$ cat src/hdl/sorted_set_engine_assert.svh
// Assertion helpers for the sorted set engine.
// Each macro expects signals named clk and rst_n in the enclosing module.
`ifndef SORTED_SET_ENGINE_ASSERT_SVH
`define SORTED_SET_ENGINE_ASSERT_SVH

// Same-cycle implication.
`define SSE_ASSERT_IMPL(name, ante, cons, msg) \
    name: assert property (@(posedge clk) disable iff (!rst_n) (ante) |-> (cons)) \
        else $error(msg);

// Next-cycle implication.
`define SSE_ASSERT_NEXT(name, ante, cons, msg) \
    name: assert property (@(posedge clk) disable iff (!rst_n) (ante) |=> (cons)) \
        else $error(msg);

`endif

$ cat src/hdl/sse_pkg.sv
`timescale 1ns / 1ps

package sse_pkg;

    localparam int DATA_W  = 32;
    localparam int COUNT_W = 7;

    typedef enum logic [1:0] {
        ACT_CLEAR    = 2'd0,
        ACT_ADD      = 2'd1,
        ACT_REMOVE   = 2'd2,
        ACT_CONTAINS = 2'd3
    } action_t;

    typedef enum logic [2:0] {
        S_IDLE,
        S_PROBE,
        S_CMP,
        S_SHIFT_UP,
        S_SHIFT_DN,
        S_INSERT,
        S_FINISH
    } state_t;

    typedef struct packed {
        logic               hit;
        logic [COUNT_W-1:0] count;
        logic               full_reject;
    } result_t;

endpackage

$ cat src/hdl/sorted_set_engine.sv
`timescale 1ns / 1ps

// Channel  Direction  Handshake            Payload
// in       input      in_valid / in_stall  action, value
// out      output     out_valid/out_stall  hit, count, full_reject
//
// One transaction at a time: clear and a rejected negative add go straight to the finish
// state, a search does one read and one compare per probe, and an insert or remove then
// moves the m entries above the found position one slot at a time.
// Reset empties the set at once; the entry memory is never cleared.
// A stalled result waits in the output register while the next transaction runs.
module sorted_set_engine #(
    parameter int CAPACITY = 64
) (
    input  logic                              clk,
    input  logic                              rst_n,
    input  logic                              in_valid,
    output logic                              in_stall,
    input  logic [1:0]                        action,
    input  logic signed [sse_pkg::DATA_W-1:0] value,
    output logic                              out_valid,
    input  logic                              out_stall,
    output logic                              hit,
    output logic [sse_pkg::COUNT_W-1:0]       count,
    output logic                              full_reject
);
    import sse_pkg::*;

    localparam int ADDR_W = (CAPACITY > 1) ? $clog2(CAPACITY) : 1;
    localparam int CNT_W  = $clog2(CAPACITY + 1);

    logic                     wr_en;
    logic [ADDR_W-1:0]        wr_addr;
    logic signed [DATA_W-1:0] wr_data;
    logic                     rd_en;
    logic [ADDR_W-1:0]        rd_addr;
    logic signed [DATA_W-1:0] rd_data;
    logic                     res_ready;
    logic                     res_done;
    result_t                  res;
    result_t                  out_reg;
    logic                     out_valid_reg;

    sse_mem #(
        .DEPTH  (CAPACITY),
        .ADDR_W (ADDR_W)
    ) u_mem (
        .clk     (clk),
        .wr_en   (wr_en),
        .wr_addr (wr_addr),
        .wr_data (wr_data),
        .rd_en   (rd_en),
        .rd_addr (rd_addr),
        .rd_data (rd_data)
    );

    sse_seq #(
        .CAPACITY (CAPACITY),
        .ADDR_W   (ADDR_W),
        .CNT_W    (CNT_W)
    ) u_seq (
        .clk       (clk),
        .rst_n     (rst_n),
        .in_valid  (in_valid),
        .in_stall  (in_stall),
        .action    (action),
        .value     (value),
        .res_ready (res_ready),
        .res_done  (res_done),
        .res       (res),
        .wr_en     (wr_en),
        .wr_addr   (wr_addr),
        .wr_data   (wr_data),
        .rd_en     (rd_en),
        .rd_addr   (rd_addr),
        .rd_data   (rd_data)
    );

    assign res_ready = !out_valid_reg || !out_stall;

    always_ff @(posedge clk or negedge rst_n)
    begin
        if (!rst_n)
        begin
            out_valid_reg <= 1'b0;
        end
        else if (res_done)
        begin
            out_valid_reg <= 1'b1;
        end
        else if (!out_stall)
        begin
            out_valid_reg <= 1'b0;
        end
    end

    always_ff @(posedge clk)
    begin
        if (res_done)
        begin
            out_reg <= res;
        end
    end

    assign out_valid   = out_valid_reg;
    assign hit         = out_reg.hit;
    assign count       = out_reg.count;
    assign full_reject = out_reg.full_reject;

endmodule

$ cat src/hdl/sse_mem.sv
`timescale 1ns / 1ps

module sse_mem #(
    parameter int DEPTH  = 64,
    parameter int ADDR_W = 6
) (
    input  logic                              clk,
    input  logic                              wr_en,
    input  logic [ADDR_W-1:0]                 wr_addr,
    input  logic signed [sse_pkg::DATA_W-1:0] wr_data,
    input  logic                              rd_en,
    input  logic [ADDR_W-1:0]                 rd_addr,
    output logic signed [sse_pkg::DATA_W-1:0] rd_data
);
    import sse_pkg::*;

    logic signed [DATA_W-1:0] mem [DEPTH];
    logic signed [DATA_W-1:0] rd_data_reg;

    always_ff @(posedge clk)
    begin
        if (wr_en)
        begin
            mem[wr_addr] <= wr_data;
        end
        if (rd_en)
        begin
            rd_data_reg <= mem[rd_addr];
        end
    end

    assign rd_data = rd_data_reg;

endmodule

$ cat src/hdl/sse_seq.sv
`timescale 1ns / 1ps

module sse_seq #(
    parameter int CAPACITY = 64,
    parameter int ADDR_W   = 6,
    parameter int CNT_W    = 7
) (
    input  logic                              clk,
    input  logic                              rst_n,
    input  logic                              in_valid,
    output logic                              in_stall,
    input  logic [1:0]                        action,
    input  logic signed [sse_pkg::DATA_W-1:0] value,
    input  logic                              res_ready,
    output logic                              res_done,
    output sse_pkg::result_t                  res,
    output logic                              wr_en,
    output logic [ADDR_W-1:0]                 wr_addr,
    output logic signed [sse_pkg::DATA_W-1:0] wr_data,
    output logic                              rd_en,
    output logic [ADDR_W-1:0]                 rd_addr,
    input  logic signed [sse_pkg::DATA_W-1:0] rd_data
);
    import sse_pkg::*;

    state_t                   state_reg, state_next;
    action_t                  act_reg, act_next;
    logic signed [DATA_W-1:0] val_reg, val_next;
    logic [CNT_W-1:0]         used_reg, used_next;
    logic [CNT_W-1:0]         lo_reg, lo_next;
    logic [CNT_W-1:0]         hi_reg, hi_next;
    logic [CNT_W-1:0]         pos_reg, pos_next;
    logic [CNT_W-1:0]         src_reg, src_next;
    logic [CNT_W-1:0]         rem_reg, rem_next;
    logic [ADDR_W-1:0]        wa_reg, wa_next;
    logic                     pend_reg, pend_next;
    logic                     hit_reg, hit_next;
    logic                     full_reg, full_next;

    logic [CNT_W-1:0] mid;
    logic             range_open;
    logic             is_full;
    logic             probe_lt;
    logic             probe_eq;
    logic             in_accept;
    logic             shift_done;
    action_t          in_act;

    assign in_act     = action_t'(action);
    assign in_accept  = in_valid && !in_stall;
    assign mid        = lo_reg + ((hi_reg - lo_reg) >> 1);
    assign range_open = lo_reg < hi_reg;
    assign is_full    = used_reg >= CNT_W'(CAPACITY);
    // The one shared comparator: probed entry against the operand.
    assign probe_lt   = rd_data < val_reg;
    assign probe_eq   = rd_data == val_reg;
    assign shift_done = (rem_reg == '0) && !pend_reg;

    always_ff @(posedge clk or negedge rst_n)
    begin
        if (!rst_n)
        begin
            state_reg <= S_IDLE;
            used_reg  <= '0;
            pend_reg  <= 1'b0;
        end
        else
        begin
            state_reg <= state_next;
            used_reg  <= used_next;
            pend_reg  <= pend_next;
        end
    end

    always_ff @(posedge clk)
    begin
        act_reg  <= act_next;
        val_reg  <= val_next;
        lo_reg   <= lo_next;
        hi_reg   <= hi_next;
        pos_reg  <= pos_next;
        src_reg  <= src_next;
        rem_reg  <= rem_next;
        wa_reg   <= wa_next;
        hit_reg  <= hit_next;
        full_reg <= full_next;
    end

    // Next state.
    always_comb
    begin
        state_next = state_reg;
        unique case (state_reg)
            S_IDLE:
            begin
                if (in_valid)
                begin
                    if (in_act == ACT_CLEAR || (in_act == ACT_ADD && value[DATA_W-1]))
                    begin
                        state_next = S_FINISH;
                    end
                    else
                    begin
                        state_next = S_PROBE;
                    end
                end
            end
            S_PROBE:
            begin
                if (range_open)
                begin
                    state_next = S_CMP;
                end
                else if (act_reg == ACT_ADD && !is_full)
                begin
                    state_next = S_SHIFT_UP;
                end
                else
                begin
                    state_next = S_FINISH;
                end
            end
            S_CMP:
            begin
                if (!probe_eq)
                begin
                    state_next = S_PROBE;
                end
                else if (act_reg == ACT_REMOVE)
                begin
                    state_next = S_SHIFT_DN;
                end
                else
                begin
                    state_next = S_FINISH;
                end
            end
            S_SHIFT_UP:
            begin
                if (shift_done)
                begin
                    state_next = S_INSERT;
                end
            end
            S_SHIFT_DN:
            begin
                if (shift_done)
                begin
                    state_next = S_FINISH;
                end
            end
            S_INSERT:
            begin
                state_next = S_FINISH;
            end
            S_FINISH:
            begin
                if (res_ready)
                begin
                    state_next = S_IDLE;
                end
            end
            default:
            begin
                state_next = S_IDLE;
            end
        endcase
    end

    // Outputs and memory port control.
    always_comb
    begin
        in_stall = (state_reg != S_IDLE);
        res_done = (state_reg == S_FINISH) && res_ready;
        rd_en    = 1'b0;
        rd_addr  = src_reg[ADDR_W-1:0];
        wr_en    = 1'b0;
        wr_addr  = wa_reg;
        wr_data  = rd_data;
        unique case (state_reg)
            S_PROBE:
            begin
                rd_en   = range_open;
                rd_addr = mid[ADDR_W-1:0];
            end
            S_SHIFT_UP, S_SHIFT_DN:
            begin
                rd_en = (rem_reg != '0);
                wr_en = pend_reg;
            end
            S_INSERT:
            begin
                wr_en   = 1'b1;
                wr_addr = pos_reg[ADDR_W-1:0];
                wr_data = val_reg;
            end
            default:
            begin
            end
        endcase
    end

    assign res.hit         = hit_reg;
    assign res.count       = COUNT_W'(used_reg);
    assign res.full_reject = full_reg;

    // Datapath registers.
    always_comb
    begin
        act_next  = act_reg;
        val_next  = val_reg;
        used_next = used_reg;
        lo_next   = lo_reg;
        hi_next   = hi_reg;
        pos_next  = pos_reg;
        src_next  = src_reg;
        rem_next  = rem_reg;
        wa_next   = wa_reg;
        pend_next = pend_reg;
        hit_next  = hit_reg;
        full_next = full_reg;
        unique case (state_reg)
            S_IDLE:
            begin
                if (in_accept)
                begin
                    act_next  = in_act;
                    val_next  = value;
                    lo_next   = '0;
                    hi_next   = used_reg;
                    hit_next  = 1'b0;
                    full_next = 1'b0;
                    pend_next = 1'b0;
                    if (in_act == ACT_CLEAR)
                    begin
                        used_next = '0;
                    end
                end
            end
            S_PROBE:
            begin
                if (!range_open)
                begin
                    // Not present: lo is the insertion point.
                    pos_next = lo_reg;
                    if (act_reg == ACT_ADD)
                    begin
                        full_next = is_full;
                        src_next  = used_reg - 1'b1;
                        rem_next  = used_reg - lo_reg;
                    end
                end
            end
            S_CMP:
            begin
                if (probe_eq)
                begin
                    hit_next = (act_reg != ACT_ADD);
                    src_next = mid + 1'b1;
                    rem_next = used_reg - mid - 1'b1;
                end
                else if (probe_lt)
                begin
                    lo_next = mid + 1'b1;
                end
                else
                begin
                    hi_next = mid;
                end
            end
            S_SHIFT_UP:
            begin
                // Read one entry per cycle and write it one slot higher the next cycle.
                if (rem_reg != '0)
                begin
                    wa_next   = src_reg[ADDR_W-1:0] + 1'b1;
                    src_next  = src_reg - 1'b1;
                    rem_next  = rem_reg - 1'b1;
                    pend_next = 1'b1;
                end
                else
                begin
                    pend_next = 1'b0;
                end
            end
            S_SHIFT_DN:
            begin
                if (rem_reg != '0)
                begin
                    wa_next   = src_reg[ADDR_W-1:0] - 1'b1;
                    src_next  = src_reg + 1'b1;
                    rem_next  = rem_reg - 1'b1;
                    pend_next = 1'b1;
                end
                else
                begin
                    pend_next = 1'b0;
                    if (!pend_reg)
                    begin
                        used_next = used_reg - 1'b1;
                    end
                end
            end
            S_INSERT:
            begin
                used_next = used_reg + 1'b1;
                hit_next  = 1'b1;
            end
            default:
            begin
            end
        endcase
    end

    `include "sorted_set_engine_assert.svh"

    `SSE_ASSERT_IMPL(a_used_bound, 1'b1, used_reg <= CNT_W'(CAPACITY), "count above capacity")
    `SSE_ASSERT_NEXT(a_accept_busy, in_accept, state_reg != S_IDLE, "idle after transaction")
    `SSE_ASSERT_IMPL(a_cmp_after_probe, state_reg == S_CMP, $past(state_reg) == S_PROBE, "compare without read")
    `SSE_ASSERT_IMPL(a_hit_full_excl, res_done, !(res.hit && res.full_reject), "hit with full reject")

endmodule
$ cat config.mk
export PLATFORM = sky130hd
export DESIGN_NAME = sorted_set_engine
export DESIGN_NICKNAME = d
export VERILOG_FILES = /design/src/hdl/sse_pkg.sv /design/src/hdl/sorted_set_engine.sv /design/src/hdl/sse_mem.sv /design/src/hdl/sse_seq.sv
export VERILOG_INCLUDE_DIRS = /design/src /design/src/hdl
export SDC_FILE = /design/constraint.sdc
export NUM_CORES = 2
export LEC_CHECK = 0
export BUFFER_PORTS_ARGS = -buffer_cell sky130_fd_sc_hd__buf_2
export CAP_MARGIN = 10
export CORE_MARGIN = 2
export CORE_UTILIZATION = 55
export DETAILED_ROUTE_END_ITERATION = 8
export PLACE_DENSITY = 0.71
export SLEW_MARGIN = 20
export SYNTH_ARGS = -nofsm -noshare
export SYNTH_HDL_FRONTEND = slang
export SYNTH_SLANG_ARGS = --single-unit
$ cat constraint.sdc
create_clock -name clk -period 12.1 [get_ports clk]
set_input_delay 1.815 -clock clk [delete_from_list [all_inputs] [get_ports clk]]
set_output_delay 1.815 -clock clk [all_outputs]
set_load 0.005 [all_outputs]
[After elaboration in Yosys (flattened, before gate mapping)]
Memories as Yosys holds them, arrays and structs flattened. A register that Yosys moved wholly into a read port is not among the register bits.
Cells that the tools add are included.
Word-level totals
  input port bits: 38
  logic and storage cells: 156
  register bits after elaboration: 97
  output and inout port bits: 11
  memories kept: 1
  bits in writable memories: 2048
Memories
  u_mem.mem: depth 64, width 32, rd ports 1, clocked after memory_dff 1, wr ports 1, RTL line sse_mem.sv:17  | logic signed [DATA_W-1:0] mem [DEPTH];
Operators by class
  reductions and logical operators: 38
  order comparisons: 3
  $add $sub $neg: 13
  bitwise operators: 1
  eq/ne operators: 29
  multiplexer cells: 54
Operators with widths (number)
  7-bit 2-to-1 mux: 19
  7-bit one-hot mux with 3 select lines: 2
  32-bit equality test: 1
  32-bit less-than comparator: 1
  32-bit 2-to-1 mux: 1
  7-bit one-hot mux with 2 select lines: 2
  7-bit one-hot mux with 4 select lines: 1
  7-bit by 1-bit subtractor with 7-bit output, second input constant: 4
  2-bit by 1-bit != test with 1-bit output, second input constant: 13
  3-bit 2-to-1 mux: 8
  6-bit 2-to-1 mux: 4
  7-bit by 1-bit adder with 7-bit output, second input constant: 3
  3-bit one-hot mux with 7 select lines: 1
  7-bit subtractor: 3
  4-bit AND reduction: 4
  2-bit != test, second input constant: 6
  6-bit one-hot mux with 2 select lines: 1
  3-bit nonzero test: 4
  5-bit AND reduction: 2
  3-bit equality test, second input constant: 3
  1-bit 2-to-1 mux: 9
  1-bit one-hot mux with 2 select lines: 4
  2-bit nonzero test: 4
  7-bit by 6-bit adder with 7-bit output: 1
  other kinds (23): 37

[Logic depth before layout (Yosys ltp)]
  word-level depth: 6
  mapped depth: 20
  depth with buffers taken out: 19

[Cells and area by module]
A second synthesis with hierarchy kept.
Second synthesis, totals
  cells, all modules: 4032
  area, all modules: 85682.2 sq um
Modules (own cells, without submodules)
  sse_mem: sequential area each 62459.9 sq um, area each 78835.6 sq um, cells each 3324, instances 1
  sse_seq: sequential area each 2527.4 sq um, area each 6540.0 sq um, cells each 696, instances 1
  sorted_set_engine: sequential area each 295.3 sq um, area each 306.5 sq um, cells each 12, instances 1

[Worst setup path after synthesis]
Ideal clock, no wire load.
  path kind: flip-flop to flip-flop
  start point: reg u_seq.state_reg[2]
  end point: mem u_mem.mem[0][1] (data pin)
  slack: 7316 ps
  stages on the path, launching flop included: 7
  buffers on the path: 3
  period minus slack after synthesis: 4784 ps
  arrival: 4082 ps
  required time: 11398 ps
  setup time: 702 ps
  cells stage by stage: dfrtp_1 clkbuf_1 nor2b_1 nand2_1 clkbuf_1 clkbuf_1 o21ai_0
On the way
  word-level cells in the longest chain between the ends: 2
Ends and longest elaborated chain
  start: declaration: RTL line sse_seq.sv:26  | state_t state_reg, state_next;
  start signal: assignment: RTL line sse_seq.sv:69  | state_reg <= state_next;
  3-bit equality test: RTL line sse_seq.sv:180  | unique case (state_reg)
  32-bit 2-to-1 mux: RTL line sse_seq.sv:180
  via u_mem.wr_data, one bit: RTL line sse_mem.sv:10  | input logic signed [sse_pkg::DATA_W-1:0] wr_data,
  end: declaration: RTL line sse_mem.sv:17
The timed path passes the listed nets, and every way through them passes these cells.

[Final worst setup path]
  start point: reg u_seq.lo_reg[1]
  end point: reg u_mem.rd_data_reg[11], in the netlist u_mem.rd_data[11], read port of u_mem.mem (data pin)
On the way
  word-level cells in the longest chain between the ends: 3
  elaborated cells on any way between the ends: 5
  those cells by class: add/sub (2); order compare (1); mux (2)
Ends and longest elaborated chain
  start: declaration: RTL line sse_seq.sv:30  | logic [CNT_W-1:0] lo_reg, lo_next;
  start signal: assignment: RTL line sse_seq.sv:79  | lo_reg <= lo_next;
  7-bit subtractor: RTL line sse_seq.sv:51  | assign mid = lo_reg + ((hi_reg - lo_reg) >> 1);
  7-bit by 6-bit adder with 7-bit output: RTL line sse_seq.sv:51
  6-bit 2-to-1 mux: RTL line sse_seq.sv:180
  end: declaration: RTL line sse_mem.sv:18  | logic signed [DATA_W-1:0] rd_data_reg;
Several ways; a longest one is shown, not always the timed one.
A chain may end at the register's enable or synchronous reset.

==> flow_summary.yaml <==
status:
  outcome: "finished, final reports clean"
cells_and_area:
  final_util_pct: 61.9
  largest_reg_flops: 2048
  syn2layout_area_growth_pct: 11.6
  final_nets: 7058
  fillers: 11600
  stdcell_area_um2: 98400
  finalNonFillerCells: 9192
  drive_gt1_share_pct: 9.06
clock_network:
  cts_max_level: 4
  cts_root_buf: "clkbuf_16"
  cts_resized: 0
  numCtsBuffers: 206
  clk_latency_ps: 840
  cts-hold-fix-buffers: 0
  cts_sinks: 2176
  cts.reportedPaths.clkPinSlew_ps: 60
  cts_setup_buffers: 0
  clk_path_buf_depth: 3
  cts_tree: "done"
synth:
  synth-edff-count: 2164
  syn_nets: 7049
  syn_avg_cell_area_um2: 12.7
  synth.most_common_cell: "edfxtp_1"
  synth_area_leader_cell: "edfxtp_1"
  synth_async_sr_flop_share_pct: 0.551
  yosysUniqueCellTypes: 63
  yosysSeqAreaShare_pct: 74.0
  synth_top_flop_cell: "edfxtp_1"
  syn_inst: 6934
  synth_common_cells: "2164 x edfxtp_1, 2025 x nand2_1, 1163 x nand3_1"
  ys.warnings.count: 0
  netlist_top_cells_area: "edfxtp_1 74%, nand2_1 8.6%, nand3_1 6.6%"
  synth_area_um2: 88200
  synth_seq_cells: 2176
  synth_top_cell_area_share_pct: 73.7
timing:
  rsz0062_at_grt: "false"
  finalWorstSetupSlack_ps: 5240
  final.setup_skew_ps: 48.8
  tightest_slew_ps: 1170
  period_share_pct: 56.7
  slew-limit-headroom_pct: 22.0
  min_period_ps: 6860
  hold_violations: 0
  fmax_mhz: 146
  fin_setup_tns_ps: 0
  drv_slew: 0
  setup_violations: 0
  hold_slack_ps: 418
worst_setup_path:
  critPathArrivalTime_ps: 7520
  critPathKind: "flop to flop"
  cp_max_fo: 77
  critPathLaunchType: "flop"
  r2r-end: "u_mem.rd_data[11]$_DFFE_PP_"
  r2r_start: "u_seq.lo_reg[1]$_SDFFCE_PN0P_"
  reg2reg_slack_ps: 5240
  required_ps: 12760
  ff2ff_path_depth: 19
  cp-end-kind: "flop"
global_routing:
  grt_pass1_vias: 55200
  grt_start_max_net_pins: 223
  gr-usage-all-layers_pct: 30.6
  grt_first_pass_wirelength_mm: 367
  overflow: 0
  antenna_found_initial: 14
detailed_routing:
  route.antenna.remaining_nets: 0
  wl_per_cell_um: 27.5
  drc: 0
  wl_mm: 252
  vias: 58300
  viasPerCell: 6.34
  drt_iter0_drc: 10200
  dr.pass1.iters: 9
floorplanning:
  placementRows: 146
  die_area_um2: 164000
  fp.dieH_um: 405
  die_w_um: 405
  io_pins: 49
  core_um2: 159000
  start_util_pct: 55.5
placement:
  post-place-ws_ps: 5390
  hpwl_mm: 136
  gp_congestion: 0.892
  portBuffers: 48
  dpl_cell_area_um2: 91700
  dp.cells: 8807
power:
  leakagePower_nw: 29.8
  vdd_drop_max_mv: 0.159
  powerDensity_nw_per_um2: 148
  power_mw: 14.6
hold_path:
  holdPathEnd: "full_reject$_DFFE_PP_"
  hold_class: "flop to flop"
  hold_depth: 0
  min-delay-start: "u_seq.full_reg$_SDFFCE_PN0P_"
run:
  maxCapViolCount: 0
-- logic make-up after synthesis --
| logic type | share of synthesized area [%] |
|---|---|
| AO/OA/AOI/OAI | 3.63 |
| XOR/XNOR | 0.477 |
| AND/OR/NAND/NOR | 17.3 |
| multiplexers | 1.12 |
| adder cells (fa/ha/maj) | 1.15 |
| flip-flops | 74.0 |
| buffers and inverters | 2.30 |
-- area by class of cell --
cell class                 instances  area (um^2)  share of cell area (%)
clock inverter                   130         1240                    1.26
sequential                      2176        65300                    66.3
tap                             2072         2590                    2.63
clock buffer                     254         5460                    5.55
multi-input combinational       4266        22000                    22.3
antenna                            1         2.50                 0.00254
inverter                          71          267                   0.271
timing repair buffer             222         1620                    1.64
-- critical path, cell delays in order, from the launching register on --
cell and delay (ps):
edfxtp_1 480, inv_1 210, ha_1 280, nor2b_1 130, o21ai_0 190, nand2_1 90, nor2_1 100, nor2_1 50
ha_1 330, nor2_1 100, o211ai_1 330, and3_4 700, buf_4 690, buf_4 760, buf_4 740, nand2_1 140
nand3_1 110, a21oi_1 80, or4_1 720, nor3_1 270
-- power breakdown --
| part | switching, mW | internal [mW] | leakage, nW | total, mW |
|---|---|---|---|---|
| Combinational | 0.00396 | 0.00447 | 13.5 | 0.00844 |
| Sequential | 0.0000000000000000107 | 8.16 | 13.0 | 8.16 |
| Clock | 2.78 | 3.65 | 3.26 | 6.43 |
| Total | 2.78 | 11.8 | 29.8 | 14.6 |
-- layer usage --
metal	GRT usage [%]	routed length, um
met2	46.1	113000
met4	12.7	11300
met1	42.8	94400
met3	7.98	34100
met5	0	13
-- worst max path at each step --
stage / startpoint / to / slack, ps / cells past startpoint
floorplan: u_seq.state_reg[2]$_DFFE_PN0P_ / u_mem.mem[0][1]$_DFFE_PP_ / 7320 / 6
global placement: u_seq.lo_reg[0]$_SDFFCE_PN0P_ / u_mem.rd_data[23]$_DFFE_PP_ / 4350 / 15
detailed placement: u_seq.lo_reg[1]$_SDFFCE_PN0P_ / u_mem.rd_data[11]$_DFFE_PP_ / 5390 / 19
CTS: u_seq.lo_reg[1]$_SDFFCE_PN0P_ / u_mem.rd_data[11]$_DFFE_PP_ / 5390 / 19
global route: u_seq.lo_reg[1]$_SDFFCE_PN0P_ / u_mem.rd_data[11]$_DFFE_PP_ / 4880 / 19
finish: u_seq.lo_reg[1]$_SDFFCE_PN0P_ / u_mem.rd_data[11]$_DFFE_PP_ / 5240 / 19
-- layout by cell type (no fill, tap or decap), drive strengths merged, types with 33 or more instances in the layout --
cell,n
a21oi,266
xnor2,33
a32oi,33
nand4,79
buf,222
mux2i,99
clkinv,98
nor2,97
nor3,43
edfxtp,2164
or3,33
nand2,2025
ha,71
clkbuf,254
nand3,1163
o21ai,72
a21o,58
inv,75
Note: power is estimated with default switching activity, not from simulation.
